--- src/rtl/roac_pkg.sv ---
package roac_pkg;

   // drive directions
   localparam logic [2:0] DIR_STOP  = 3'd0;
   localparam logic [2:0] DIR_FWD   = 3'd1;
   localparam logic [2:0] DIR_BACK  = 3'd2;
   localparam logic [2:0] DIR_LEFT  = 3'd3;
   localparam logic [2:0] DIR_RIGHT = 3'd4;

   // navigation phases
   localparam logic [2:0] PH_IDLE   = 3'd0;
   localparam logic [2:0] PH_FWD    = 3'd1;
   localparam logic [2:0] PH_REV    = 3'd2;
   localparam logic [2:0] PH_CHK_L  = 3'd3;
   localparam logic [2:0] PH_CHK_R  = 3'd4;
   localparam logic [2:0] PH_TURN_L = 3'd5;
   localparam logic [2:0] PH_TURN_R = 3'd6;

   // item opcodes and command modes
   localparam logic       OP_STEP     = 1'b0;
   localparam logic       OP_COMMAND  = 1'b1;
   localparam logic [1:0] CMD_MANUAL  = 2'd0;
   localparam logic [1:0] CMD_AUTO    = 2'd1;
   localparam logic [7:0] ID_BROADCAST = 8'd0;

   // dwell times in ms
   localparam logic [15:0] REVERSE_DWELL_MS     = 16'd600;
   localparam logic [15:0] CHECK_LEFT_DWELL_MS  = 16'd400;
   localparam logic [15:0] CHECK_RIGHT_DWELL_MS = 16'd800;
   localparam logic [15:0] TURN_DWELL_MS        = 16'd500;

   localparam logic signed [10:0] STICK_DEAD_POS = 11'sd100;
   localparam logic signed [10:0] STICK_MAX_POS  = 11'sd511;
   localparam logic signed [10:0] STICK_DEAD_NEG = -11'sd100;
   localparam logic signed [10:0] STICK_MAX_NEG  = -11'sd511;
   localparam logic [9:0]         TRIGGER_DEAD   = 10'd100;

   // configuration register indexes
   localparam int CSR_IDX_W  = 3;
   localparam int CSR_DATA_W = 16;
   localparam logic [CSR_IDX_W-1:0] CSR_OWN_ID      = 3'd0;
   localparam logic [CSR_IDX_W-1:0] CSR_TIMEOUT     = 3'd1;
   localparam logic [CSR_IDX_W-1:0] CSR_CLEAR_CM    = 3'd2;
   localparam logic [CSR_IDX_W-1:0] CSR_NEAR_CM     = 3'd3;
   localparam logic [CSR_IDX_W-1:0] CSR_MANUAL_DUTY = 3'd4;
   localparam logic [CSR_IDX_W-1:0] CSR_FAST_DUTY   = 3'd5;
   localparam logic [CSR_IDX_W-1:0] CSR_SLOW_DUTY   = 3'd6;
   localparam logic [CSR_IDX_W-1:0] CSR_TURN_DUTY   = 3'd7;

   typedef struct packed {
      logic [7:0]  own_robot_id;
      logic [15:0] manual_timeout_ms;
      logic [8:0]  clear_cm;
      logic [8:0]  near_cm;
      logic [13:0] manual_duty;
      logic [13:0] fast_duty;
      logic [13:0] slow_duty;
      logic [13:0] turn_duty;
   } cfg_type;

   typedef struct packed {
      logic               opcode;
      logic [15:0]        elapsed_ms;
      logic [8:0]         distance_cm;
      logic [1:0]         cmd_mode;
      logic [7:0]         target_id;
      logic signed [10:0] stick_x;
      logic [9:0]         brake_level;
      logic [9:0]         throttle_level;
   } item_type;

   typedef struct packed {
      logic [2:0]  drive_dir;
      logic [13:0] drive_duty;
      logic        auto_mode;
      logic [2:0]  nav_state;
   } result_type;

endpackage

--- src/rtl/roac_csr.sv ---
module roac_csr
   import roac_pkg::*;
(
   input  logic                  clock,
   input  logic                  reset,
   input  logic                  csr_valid,
   output logic                  csr_ready,
   input  logic [CSR_IDX_W-1:0]  csr_index,
   input  logic [CSR_DATA_W-1:0] csr_data,
   output cfg_type               cfg
);

   cfg_type cfg_ff;
   cfg_type cfg_in;

   assign csr_ready = 1'b1;
   assign cfg       = cfg_ff;

   always_comb begin
      cfg_in = cfg_ff;
      if (csr_valid) begin
         unique case (csr_index)
            CSR_OWN_ID:      cfg_in.own_robot_id      = csr_data[7:0];
            CSR_TIMEOUT:     cfg_in.manual_timeout_ms = csr_data[15:0];
            CSR_CLEAR_CM:    cfg_in.clear_cm          = csr_data[8:0];
            CSR_NEAR_CM:     cfg_in.near_cm           = csr_data[8:0];
            CSR_MANUAL_DUTY: cfg_in.manual_duty       = csr_data[13:0];
            CSR_FAST_DUTY:   cfg_in.fast_duty         = csr_data[13:0];
            CSR_SLOW_DUTY:   cfg_in.slow_duty         = csr_data[13:0];
            CSR_TURN_DUTY:   cfg_in.turn_duty         = csr_data[13:0];
            default:         cfg_in = cfg_ff;
         endcase
      end
   end

   always_ff @(posedge clock) begin
      if (reset) begin
         cfg_ff.own_robot_id      <= 8'd2;
         cfg_ff.manual_timeout_ms <= 16'd10000;
         cfg_ff.clear_cm          <= 9'd15;
         cfg_ff.near_cm           <= 9'd4;
         cfg_ff.manual_duty       <= 14'd4500;
         cfg_ff.fast_duty         <= 14'd2500;
         cfg_ff.slow_duty         <= 14'd1800;
         cfg_ff.turn_duty         <= 14'd2200;
      end else begin
         cfg_ff <= cfg_in;
      end
   end

endmodule

--- src/rtl/roac_step.sv ---
module roac_step
   import roac_pkg::*;
(
   input  logic       clock,
   input  logic       reset,
   input  logic       advance,
   input  item_type   item,
   input  cfg_type    cfg,
   output result_type result
);

   logic        mode_ff, mode_in;
   logic [2:0]  phase_ff, phase_in;
   logic [15:0] pt_ff, pt_in;
   logic [15:0] sc_ff, sc_in;
   logic [2:0]  dir_ff, dir_in;
   logic [13:0] duty_ff, duty_in;

   logic [16:0] pt_sum;
   logic [16:0] sc_sum;
   logic [15:0] pt_sat;
   logic [15:0] sc_sat;
   logic [8:0]  dist_cm;
   logic        is_clear;
   logic        is_near;
   logic        id_ok;

   assign pt_sum   = {1'b0, pt_ff} + {1'b0, item.elapsed_ms};
   assign sc_sum   = {1'b0, sc_ff} + {1'b0, item.elapsed_ms};
   assign pt_sat   = pt_sum[16] ? 16'hFFFF : pt_sum[15:0];
   assign sc_sat   = sc_sum[16] ? 16'hFFFF : sc_sum[15:0];
   assign dist_cm  = item.distance_cm;
   assign is_clear = dist_cm > cfg.clear_cm;
   assign is_near  = dist_cm <= cfg.near_cm;
   assign id_ok    = (item.target_id == ID_BROADCAST) || (item.target_id == cfg.own_robot_id);

   always_comb begin
      mode_in  = mode_ff;
      phase_in = phase_ff;
      pt_in    = pt_sat;
      sc_in    = sc_sat;
      dir_in   = dir_ff;
      duty_in  = duty_ff;

      if (item.opcode == OP_COMMAND) begin
         sc_in = 16'd0;
         unique case (item.cmd_mode)
            CMD_MANUAL: mode_in = 1'b0;
            CMD_AUTO: begin
               mode_in  = 1'b1;
               phase_in = PH_FWD;
            end
            default: mode_in = mode_ff;
         endcase
         // new drive only for a manual command addressed to this robot
         if (item.cmd_mode == CMD_MANUAL && id_ok) begin
            duty_in = cfg.manual_duty;
            if (item.stick_x > STICK_DEAD_POS && item.stick_x <= STICK_MAX_POS) begin
               dir_in = DIR_RIGHT;
            end else if (item.stick_x < STICK_DEAD_NEG && item.stick_x >= STICK_MAX_NEG) begin
               dir_in = DIR_LEFT;
            end else if (item.brake_level > TRIGGER_DEAD) begin
               dir_in = DIR_BACK;
            end else if (item.throttle_level > TRIGGER_DEAD) begin
               dir_in = DIR_FWD;
            end else begin
               dir_in  = DIR_STOP;
               duty_in = 14'd0;
            end
         end
      end else if (!mode_ff) begin
         // idle timeout: go autonomous, drive held
         if (sc_sat >= cfg.manual_timeout_ms) begin
            mode_in  = 1'b1;
            phase_in = PH_IDLE;
            pt_in    = 16'd0;
         end
      end else begin
         unique case (phase_ff) inside
            PH_IDLE: begin
               dir_in  = DIR_STOP;
               duty_in = 14'd0;
               if (is_clear) begin
                  phase_in = PH_FWD;
                  pt_in    = 16'd0;
               end else if (dist_cm != 9'd0 && is_near) begin
                  phase_in = PH_REV;
                  pt_in    = 16'd0;
               end
            end
            PH_FWD: begin
               if (dist_cm == 9'd0 || is_near) begin
                  dir_in   = DIR_STOP;
                  duty_in  = 14'd0;
                  phase_in = PH_REV;
                  pt_in    = 16'd0;
               end else begin
                  dir_in  = DIR_FWD;
                  duty_in = is_clear ? cfg.fast_duty : cfg.slow_duty;
               end
            end
            PH_REV: begin
               dir_in  = DIR_BACK;
               duty_in = cfg.slow_duty;
               if (pt_sat >= REVERSE_DWELL_MS) begin
                  dir_in   = DIR_STOP;
                  duty_in  = 14'd0;
                  phase_in = PH_CHK_L;
                  pt_in    = 16'd0;
               end
            end
            PH_CHK_L: begin
               dir_in  = DIR_LEFT;
               duty_in = cfg.slow_duty;
               if (pt_sat >= CHECK_LEFT_DWELL_MS) begin
                  dir_in   = DIR_STOP;
                  duty_in  = 14'd0;
                  phase_in = is_clear ? PH_TURN_L : PH_CHK_R;
                  pt_in    = 16'd0;
               end
            end
            PH_CHK_R: begin
               dir_in  = DIR_RIGHT;
               duty_in = cfg.slow_duty;
               if (pt_sat >= CHECK_RIGHT_DWELL_MS) begin
                  dir_in   = DIR_STOP;
                  duty_in  = 14'd0;
                  phase_in = is_clear ? PH_TURN_R : PH_REV;
                  pt_in    = 16'd0;
               end
            end
            PH_TURN_L, PH_TURN_R: begin
               dir_in  = (phase_ff == PH_TURN_L) ? DIR_LEFT : DIR_RIGHT;
               duty_in = cfg.turn_duty;
               if (pt_sat >= TURN_DWELL_MS) begin
                  dir_in   = DIR_STOP;
                  duty_in  = 14'd0;
                  phase_in = PH_FWD;
                  pt_in    = 16'd0;
               end
            end
            default: begin
               // unused phase code: drop back to idle
               dir_in   = DIR_STOP;
               duty_in  = 14'd0;
               phase_in = PH_IDLE;
               pt_in    = 16'd0;
            end
         endcase
      end
   end

   assign result.drive_dir  = dir_in;
   assign result.drive_duty = duty_in;
   assign result.auto_mode  = mode_in;
   assign result.nav_state  = phase_in;

   always_ff @(posedge clock) begin
      if (reset) begin
         mode_ff  <= 1'b0;
         phase_ff <= PH_IDLE;
         pt_ff    <= 16'd0;
         sc_ff    <= 16'd0;
         dir_ff   <= DIR_STOP;
         duty_ff  <= 14'd0;
      end else if (advance) begin
         mode_ff  <= mode_in;
         phase_ff <= phase_in;
         pt_ff    <= pt_in;
         sc_ff    <= sc_in;
         dir_ff   <= dir_in;
         duty_ff  <= duty_in;
      end
   end

endmodule

--- src/rtl/robot_obstacle_avoid_controller.sv ---
// Channel   Ports                                    Moves
// req       req_valid / req_ready, req_* fields      one step or command item
// rsp       rsp_valid / rsp_ready, rsp_* fields      one drive result per item
// csr       csr_valid / csr_ready, csr_index/data    one register write
//
// An item is registered on acceptance and its result is registered when the
// item advances, and one item is taken every cycle while the result is not stalled.
// The controller state (mode, phase, timers, held drive) updates as the item
// moves into the result register, so the following item sees it at once.
// A stalled result holds the input register; csr_ready is always high.
// Reset (synchronous) restores the register defaults and manual mode.
module robot_obstacle_avoid_controller
   import roac_pkg::*;
(
   input  logic                  clock,
   input  logic                  reset,

   input  logic                  req_valid,
   output logic                  req_ready,
   input  logic                  req_opcode,
   input  logic [15:0]           req_elapsed_ms,
   input  logic [8:0]            req_distance_cm,
   input  logic [1:0]            req_cmd_mode,
   input  logic [7:0]            req_target_id,
   input  logic signed [10:0]    req_stick_x,
   input  logic [9:0]            req_brake_level,
   input  logic [9:0]            req_throttle_level,

   output logic                  rsp_valid,
   input  logic                  rsp_ready,
   output logic [2:0]            rsp_drive_dir,
   output logic [13:0]           rsp_drive_duty,
   output logic                  rsp_auto_mode,
   output logic [2:0]            rsp_nav_state,

   input  logic                  csr_valid,
   output logic                  csr_ready,
   input  logic [CSR_IDX_W-1:0]  csr_index,
   input  logic [CSR_DATA_W-1:0] csr_data
);

   cfg_type    cfg;
   item_type   item_ff;
   logic       item_valid_ff;
   result_type rsp_ff;
   result_type step_result;
   logic       rsp_valid_ff;
   logic       advance;

   roac_csr u_csr (
      .clock     (clock),
      .reset     (reset),
      .csr_valid (csr_valid),
      .csr_ready (csr_ready),
      .csr_index (csr_index),
      .csr_data  (csr_data),
      .cfg       (cfg)
   );

   roac_step u_step (
      .clock   (clock),
      .reset   (reset),
      .advance (advance),
      .item    (item_ff),
      .cfg     (cfg),
      .result  (step_result)
   );

   assign advance   = item_valid_ff && (!rsp_valid_ff || rsp_ready);
   assign req_ready = !item_valid_ff || advance;

   always_ff @(posedge clock) begin
      if (reset) begin
         item_valid_ff <= 1'b0;
         rsp_valid_ff  <= 1'b0;
      end else begin
         if (req_ready) begin
            item_valid_ff <= req_valid;
         end
         if (advance) begin
            rsp_valid_ff <= 1'b1;
         end else if (rsp_ready) begin
            rsp_valid_ff <= 1'b0;
         end
      end
   end

   always_ff @(posedge clock) begin
      if (req_valid && req_ready) begin
         item_ff.opcode         <= req_opcode;
         item_ff.elapsed_ms     <= req_elapsed_ms;
         item_ff.distance_cm    <= req_distance_cm;
         item_ff.cmd_mode       <= req_cmd_mode;
         item_ff.target_id      <= req_target_id;
         item_ff.stick_x        <= req_stick_x;
         item_ff.brake_level    <= req_brake_level;
         item_ff.throttle_level <= req_throttle_level;
      end
      if (advance) begin
         rsp_ff <= step_result;
      end
   end

   assign rsp_valid      = rsp_valid_ff;
   assign rsp_drive_dir  = rsp_ff.drive_dir;
   assign rsp_drive_duty = rsp_ff.drive_duty;
   assign rsp_auto_mode  = rsp_ff.auto_mode;
   assign rsp_nav_state  = rsp_ff.nav_state;

endmodule

--- config.mk ---
export PLATFORM = sky130hd
export DESIGN_NAME = robot_obstacle_avoid_controller
export DESIGN_NICKNAME = d
export VERILOG_FILES = /design/src/rtl/roac_pkg.sv /design/src/rtl/roac_csr.sv /design/src/rtl/roac_step.sv /design/src/rtl/robot_obstacle_avoid_controller.sv
export SDC_FILE = /design/constraint.sdc
export NUM_CORES = 1
export LEC_CHECK = 0
export BUFFER_PORTS_ARGS = -buffer_cell sky130_fd_sc_hd__buf_2
export CORE_MARGIN = 4
export CORE_UTILIZATION = 60
export CTS_CLUSTER_SIZE = 14
export DETAILED_ROUTE_END_ITERATION = 10
export PLACE_DENSITY = 0.81
export SLEW_MARGIN = 20
export SYNTH_ARGS = -nofsm -noshare
export SYNTH_HDL_FRONTEND = slang
export SYNTH_SLANG_ARGS = --single-unit
--- constraint.sdc ---
create_clock -name clock -period 6.2 [get_ports clock]
set_input_delay 0.31 -clock clock [delete_from_list [all_inputs] [get_ports clock]]
set_output_delay 0.31 -clock clock [all_outputs]
set_load 0.005 [all_outputs]
==> results of run 1 <==
==> cell type report <==
cell class | instances | area [um^2]
repair buffers | 195 | 1360
well taps | 265 | 332
clock inverters | 12 | 100
clock buffers | 36 | 781
inverters | 47 | 176
fillers | 1439 | 5220
flip-flops and latches | 241 | 5710
diodes | 1 | 2.50
multi-input cells | 956 | 5980
==> registers in the layout, summed over array words and instances, names as in the netlist <==
name and flops:
u_csr.cfg 98, item_ff 67, u_step.pt_ff 16, u_step.sc_ff 16, rsp_drive_duty 14, u_step.duty_ff 14, rsp_drive_dir 3, rsp_nav_state 3
u_step.dir_ff 3, u_step.phase_ff 3, item_valid_ff 1, rsp_auto_mode 1, rsp_valid 1, u_step.mode_ff 1
==> cells in the mapped netlist, types with 7 or more instances <==
cell / instances
nand2_1: 254
dfxtp_1: 153
a21oi_1: 115
edfxtp_1: 88
nor2_1: 71
ha_1: 66
clkbuf_1: 54
o21ai_0: 53
inv_1: 46
nand3b_1: 38
nand2b_1: 32
a221oi_1: 30
nand3_1: 20
o31ai_1: 19
a22o_1: 16
a21o_1: 14
mux2i_1: 14
nor3_1: 14
xor2_1: 14
a32oi_1: 13
xnor2_1: 13
a211o_1: 12
o21a_1: 12
nor2b_1: 11
nor4_1: 11
clkbuf_2: 8
and3_1: 7
==> final timing paths <==
| kind | start | end | slack [ns] | cells past startpoint |
|---|---|---|---|---|
| max | item_ff[50] | rsp_nav_state[2] | 0.86 | 21 |
| min | csr_data[15] | u_csr.cfg[89] | 0.02 | 3 |
| max reg2reg | item_ff[50] | rsp_nav_state[2] | 0.86 | 21 |
| min reg2reg | u_csr.cfg[79] | u_csr.cfg[79] | 0.45 | 2 |
==> kinds of logic (layout without fill, tap and decap cells) <==
| kind of cell | after synthesis | count (layout) | synth area share (%) |
|---|---|---|---|
| AO/OA/AOI/OAI | 353 | 353 | 19.7 |
| XOR/XNOR | 27 | 27 | 1.95 |
| adder cells (fa/ha/maj) | 68 | 68 | 7.15 |
| buffers and inverters | 115 | 290 | 3.81 |
| flip-flops | 241 | 241 | 47.1 |
| multiplexers | 15 | 15 | 1.25 |
| other | 1 | 2 | 0.0310 |
| AND/OR/NAND/NOR | 492 | 492 | 19.0 |
==> per-stage QoR <==
stage	worst slack, ns	util (%)	instance area (um^2)
2_1_floorplan	1.12	-	12100
3_3_place_gp	1.15	65.4	12900
3_5_place_dp	0.972	65.5	12900
4_1_cts	0.905	73.4	14400
5_1_grt	0.572	73.5	14400
6_report	0.864	73.5	14400
==> where the power goes <==
| part | internal (mW) | switching, mW | leakage, nW |
|---|---|---|---|
| logic | 0.223 | 0.326 | 3.17 |
| registers | 1.71 | 0.0483 | 2.09 |
| clock network | 0.925 | 0.649 | 0.428 |
| total | 2.86 | 1.02 | 5.68 |
==> per-layer routing <==
layer | vias up | wire length (um) | track usage (%)
met4 | 2 | 1020 | 9.97
met2 | 505 | 16300 | 50.2
met5 | - | 7 | 0
li1 | 5075 | - | -
met3 | 87 | 2890 | 4.78
met1 | 5093 | 13600 | 38.1
==> critical path, stage by stage, from the launching register on <==
cell and delay, ns:
edfxtp_1 0.42, ha_1 0.27, fa_1 0.42, a21o_1 0.18, a21oi_1 0.32, o21ai_0 0.19, a31oi_1 0.26, a211oi_1 0.15
nor2_1 0.18, o21bai_1 0.08, a21oi_1 0.14, buf_4 0.22, nand2_1 0.10, ha_1 0.31, nand3_1 0.10, or4_1 0.54
a21oi_1 0.14, o21ai_0 0.15, a21o_1 0.22, and2_1 0.17, a22o_1 0.24, or2_2 0.29
==> run summary, run 1 <==
- pin slew with the least headroom to its limit: 1.16 ns
- number of cell rows: 51
- worst path required time: 6.48 ns
- ys async rst share: 0%
- CTS H-tree lvls: 1
- cell total after placement: 1636
- total clock buffers created by CTS: 26
- I/O pin cnt: 115
- commonest non-fill, non-tap cell in the layout: nand2_1
- hold violation total from the final report: 0
- RSZ-0062 raised after global routing: no
- Cells after Synth: 1312
- full die area: 22500 um^2
- share of the yosys chip area belonging to registers: 47.1%
- ranking of synthesized cells by area: dfxtp_1 (25%), edfxtp_1 (22%), nand2_1 (7.9%)
- Clock Tree Buf Depth: 3
- Setup Buffers After CTS: 0
- initial antenna violation count: 2
- post-route ant nets: 0
- clock edge transition at the registers on the reported setup and hold paths: 0.06 ns
- first-pass GRT wire length: 53200 um
- leftover overflow at the end of global routing: 0
- Pwr per Cell Area: 269 nW/um^2
- post-cts repair resize count: 0
- flip-flop and latch count after synthesis: 241
- clk root buf: clkbuf_16
- Cell Count, Final, Fillers Out: 1753
- Warnings, synthesis: 0
- maximum frequency from static timing analysis: 187 MHz
- number of pins exceeding their max-slew limit in the final report: 0
- Die Span Y: 150 um
- core area: 19700 um^2
- largest driver fanout on the critical path: 15
- Worst Setup Start Kind: flip-flop
- Clock Skew: 0.00914 ns
- path type of the worst setup path: reg2reg
- Iteration-0 DRC Markers: 880
- port buffer count: 113
- post-synth top area share: 25.3%
- overall via count from detail_route: 10800
- Synthesized Nets: 1471
- crit end category: flip-flop
- number of distinct library cells after synthesis: 75
- HPWL after detailed placement: 21500 um
- Max Cap Viol: 0
- final worst hold slack: 0.0190 ns
- Post-synth top flop: dfxtp_1
- total power: 3.88 mW
- static leakage: 5.68 nW
- status: completed
- post-synthesis cell area: 12100 um^2
- worst rel slew slack: 22.4%
- final setup violating endpoints: 0
- floorplan die width: 150 um
- starting density of the core: 61.6%
- Post-Synthesis Mean Instance Area: 9.23 um^2
- leading cell types in the layout, fill and taps excluded: nand2_1 (254), dfxtp_1 (153), a21oi_1 (115), buf_2 (112), edfxtp_1 (88)
- drt drc: 0
- number of global-route vias before repair: 10400
- average wire length per cell after detail routing: 19.3 um
- final estimated routing congestion in global placement: 0.929
- critical path data arrival time: 5.62 ns
- Hold Buf Count CTS: 68
- clock net sink count: 241
- number of optimization iterations in the first detailed-route pass: 6
- top cell type by total area after synthesis: dfxtp_1
- total routing resource utilization after global routing: 29.4%
- min Tclk post-route: 5.34 ns
- setup TNS: 0 ns
- share of the clock period used by the worst path: 86.1%
- Post-synth EDFFs: 88
- clock tree from TritonCTS: yes
- path type of the worst min-delay path: in2reg
- Vias/cell: 6.14
- pin count of the biggest net entering global routing: 113
- Final #Nets: 1626
- fraction of final layout cells with drive strength greater than 1: 12.8%
- final wirelength: 33800 um
- clock insertion delay at the later pin of the skew report: 0.53 ns
- IR Drop Worst-Case VDD: 0.000247 V
- area delta synth->final: 19.2%
Note: power is estimated with default switching activity, not from simulation.
==> run 2: changes to the inputs <==
- clock period: 6.2 -> 5.2 ns (I/O delays scaled with it)
==> run 2 against run 1 <==
Net effect:
- register-to-register slack lost 0.63 ns
- critical path depth unchanged
- core utilization grew 0.096 points
- total power rose by 16%
- combinational power up 20%
- via count rose by 1.4%
- clock-buffer cell count rose by 3
- non-clock buffer count is 11 higher
- first-iteration DRC count increased by 13%
- largest cell class unchanged
- largest power group unchanged
==> run summary, run 2 (synthesis gave the netlist of run 1 again) <==
- RSZ-0062 raised after global routing: no, unchanged
- Pwr per Cell Area: 312 nW/um^2, was 269 nW/um^2
- final wirelength: 34400 um, was 33800 um
- critical path data arrival time: 5.23 ns, was 5.62 ns
- buffer and inverter count on the worst path: 1, unchanged
- number of global-route vias before repair: 10500, was 10400
- slowest stage delay, CP: 0.51 ns, was 0.54 ns
- minimum setup slack after placement: 0.225 ns, was 0.972 ns
- share of the clock period used by the worst path: 95.5%, was 86.1%
- overall via count from detail_route: 10900, was 10800
- top sig layer: met4, was met5
- starting density of the core: 61.6%, unchanged
- cell-internal power: 3.33 mW, was 2.86 mW
- number of pins exceeding their max-slew limit in the final report: 0, unchanged
- full die area: 22500 um^2, unchanged
- I/O pin cnt: 115, unchanged
- crit end category: flip-flop, unchanged
- Critical Path Start: item_ff[50], unchanged
- IR Drop Worst-Case VDD: 0.000307 V, was 0.000247 V
- Iteration-0 DRC Markers: 990, was 880
- status: completed, unchanged
- total clock buffers created by CTS: 26, unchanged
- leftover overflow at the end of global routing: 0, unchanged
- diodes inserted: 0, was 1
- path type of the worst min-delay path: in2reg, unchanged
- switching share of power: 26.2%, was 26.4%
- worst path required time: 5.47 ns, was 6.48 ns
- HPWL after detailed placement: 21800 um, was 21500 um
- most repeated library cell on the critical path: a21oi_1, unchanged
- fraction of final layout cells with drive strength greater than 1: 12.8%, about the same
- port buffer count: 113, unchanged
- min Tclk post-route: 4.96 ns, was 5.34 ns
- floorplan die width: 150 um, unchanged
- total power: 4.51 mW, was 3.88 mW
- final estimated routing congestion in global placement: 0.936, was 0.929
- Gate power share: 14.6%, was 14.1%
- average wire length per cell after detail routing: 19.5 um, was 19.3 um
- Clock Tree Buf Depth: 3, unchanged
- first-pass GRT wire length: 54000 um, was 53200 um
- standard cell with the maximum stage delay on the critical path: or4_1, unchanged
- number of cell rows: 51, unchanged
- detailed-routed wire length on met2: 16400 um, was 16300 um
- least setup slack across all paths after layout: 0.236 ns, was 0.864 ns
- initial antenna violation count: 0, was 2
- Final #Nets: 1637, was 1626
- clock tree from TritonCTS: yes, unchanged
- leading cell types in the layout, fill and taps excluded: nand2_1 (254), dfxtp_1 (153), a21oi_1 (115), buf_2 (112), edfxtp_1 (88), unchanged
- switching component of the power: 1.18 mW, was 1.02 mW
- post-route cell area: 14500 um^2, was 14400 um^2
- hold violation total from the final report: 0, unchanged
- Area after DPL: 12900 um^2, about the same
- pin count of the biggest net entering global routing: 64, was 113
- static leakage: 5.69 nW, was 5.68 nW
- largest driver fanout on the critical path: 9, was 15
- clock edge transition at the registers on the reported setup and hold paths: 0.06 ns, about the same
- final worst hold slack: 0.0474 ns, was 0.0190 ns
- core area: 19700 um^2, unchanged
- commonest non-fill, non-tap cell in the layout: nand2_1, unchanged
- area delta synth->final: 19.3%, was 19.2%
- post-route ant nets: 0, unchanged
- maximum frequency from static timing analysis: 201 MHz, was 187 MHz
- pin slew with the least headroom to its limit: 1.16 ns, about the same
- part of the power in registers: 46.4%, was 45.3%
- fraction of power consumed by the clock network: 38.9%, was 40.6%
- final setup violating endpoints: 0, unchanged
- CTS H-tree lvls: 1, unchanged
- drt drc: 0, unchanged
- CP cell instances: ha_1 -> fa_1 -> a21o_1 -> a21oi_1 -> o21ai_1 -> a31oi_1 -> a211oi_1 -> nor2_1 -> o21bai_1 -> a21oi_1 -> buf_6 -> nand2_1 -> ha_1 -> nand4_1 -> or4_1 -> a21oi_1 -> o21ai_1 -> a21o_1 -> and2_1 -> a22o_1 -> or2_2, was ha_1 -> fa_1 -> a21o_1 -> a21oi_1 -> o21ai_0 -> a31oi_1 -> a211oi_1 -> nor2_1 -> o21bai_1 -> a21oi_1 -> buf_4 -> nand2_1 -> ha_1 -> nand3_1 -> or4_1 -> a21oi_1 -> o21ai_0 -> a21o_1 -> and2_1 -> a22o_1 -> or2_2
- clock net sink count: 241, unchanged
- path type of the worst setup path: reg2reg, unchanged
- total routing resource utilization after global routing: 30.1%, was 29.4%
- family of cells with the greatest summed delay on the critical path: compound AO/OA/AOI/OAI gates, unchanged
- metal1 wirelength: 14100 um, was 13600 um
- Max Cap Viol: 0, unchanged
- RR Startpoint: item_ff[50], unchanged
- Die Span Y: 150 um, unchanged
- worst rel slew slack: 22.5%, was 22.4%
- source of the worst hold timing path: csr_data[10], was csr_data[15]
- setup TNS: 0 ns, unchanged
- clk root buf: clkbuf_16, unchanged
- Largest register FFs: 98, unchanged
- Clock Skew: 0.0142 ns, was 0.00914 ns
- Vias/cell: 6.19, was 6.14
- Worst Setup Start Kind: flip-flop, unchanged
- clock insertion delay at the later pin of the skew report: 0.53 ns, about the same
- WL met3: 2700 um, was 2890 um
- number of optimization iterations in the first detailed-route pass: 5, was 6
## run 2: repair_timing
item / 4_1_cts / 5_1_grt
hold buffers: 70 / 0
buffers inserted: 0 / 3
hold endpoints to repair: 70 / 0
setup endpoints to repair: 0 / 2
resized for setup: 0 / 5
## run 2: final cells by class
class	instances	area, um^2
clock buffer	39	741
clock inverter	8	61.3
fill	1442	5200
inverter	47	176
multi-input combinational	956	5990
sequential	241	5710
tap	265	332
timing repair buffer	206	1450
## run 2: final timing paths
check	to	slack, ns	cells past startpoint
worst max register to register	rsp_nav_state[2]	0.24	21
worst min register to register	u_csr.cfg[62]	0.45	2
worst max-delay path	rsp_nav_state[2]	0.24	21
worst min-delay path	u_csr.cfg[38]	0.05	3
## run 2: power groups by stage
stage	Clock (mW)	Combinational, mW	Sequential [mW]
after floorplan	0	0.424	2.11
after global placement	0	0.579	2.13
after detailed placement	0	0.593	2.13
after CTS	1.76	0.641	2.09
after global routing	1.85	0.725	2.10
final	1.76	0.660	2.10
## run 2: metal layers
metal	up-vias	global-route usage, %
li1	5107	-
met1	5169	39.4
met2	525	51.0
met3	113	4.30
met4	0	10.9
met5	-	0
## run 2: per-stage QoR
stage | instances | util [%]
final | 1762 | 73.5
after global routing | 1762 | 73.5
after CTS | 1759 | 73.4
after detailed placement | 1642 | 65.7
after global placement | 1642 | 65.7
after floorplan | 1312 | -
## run 2: tightest hold or removal path: stages
cell	delay, ns
buf_2	0.15
nand2_1	0.06
a21oi_1	0.05
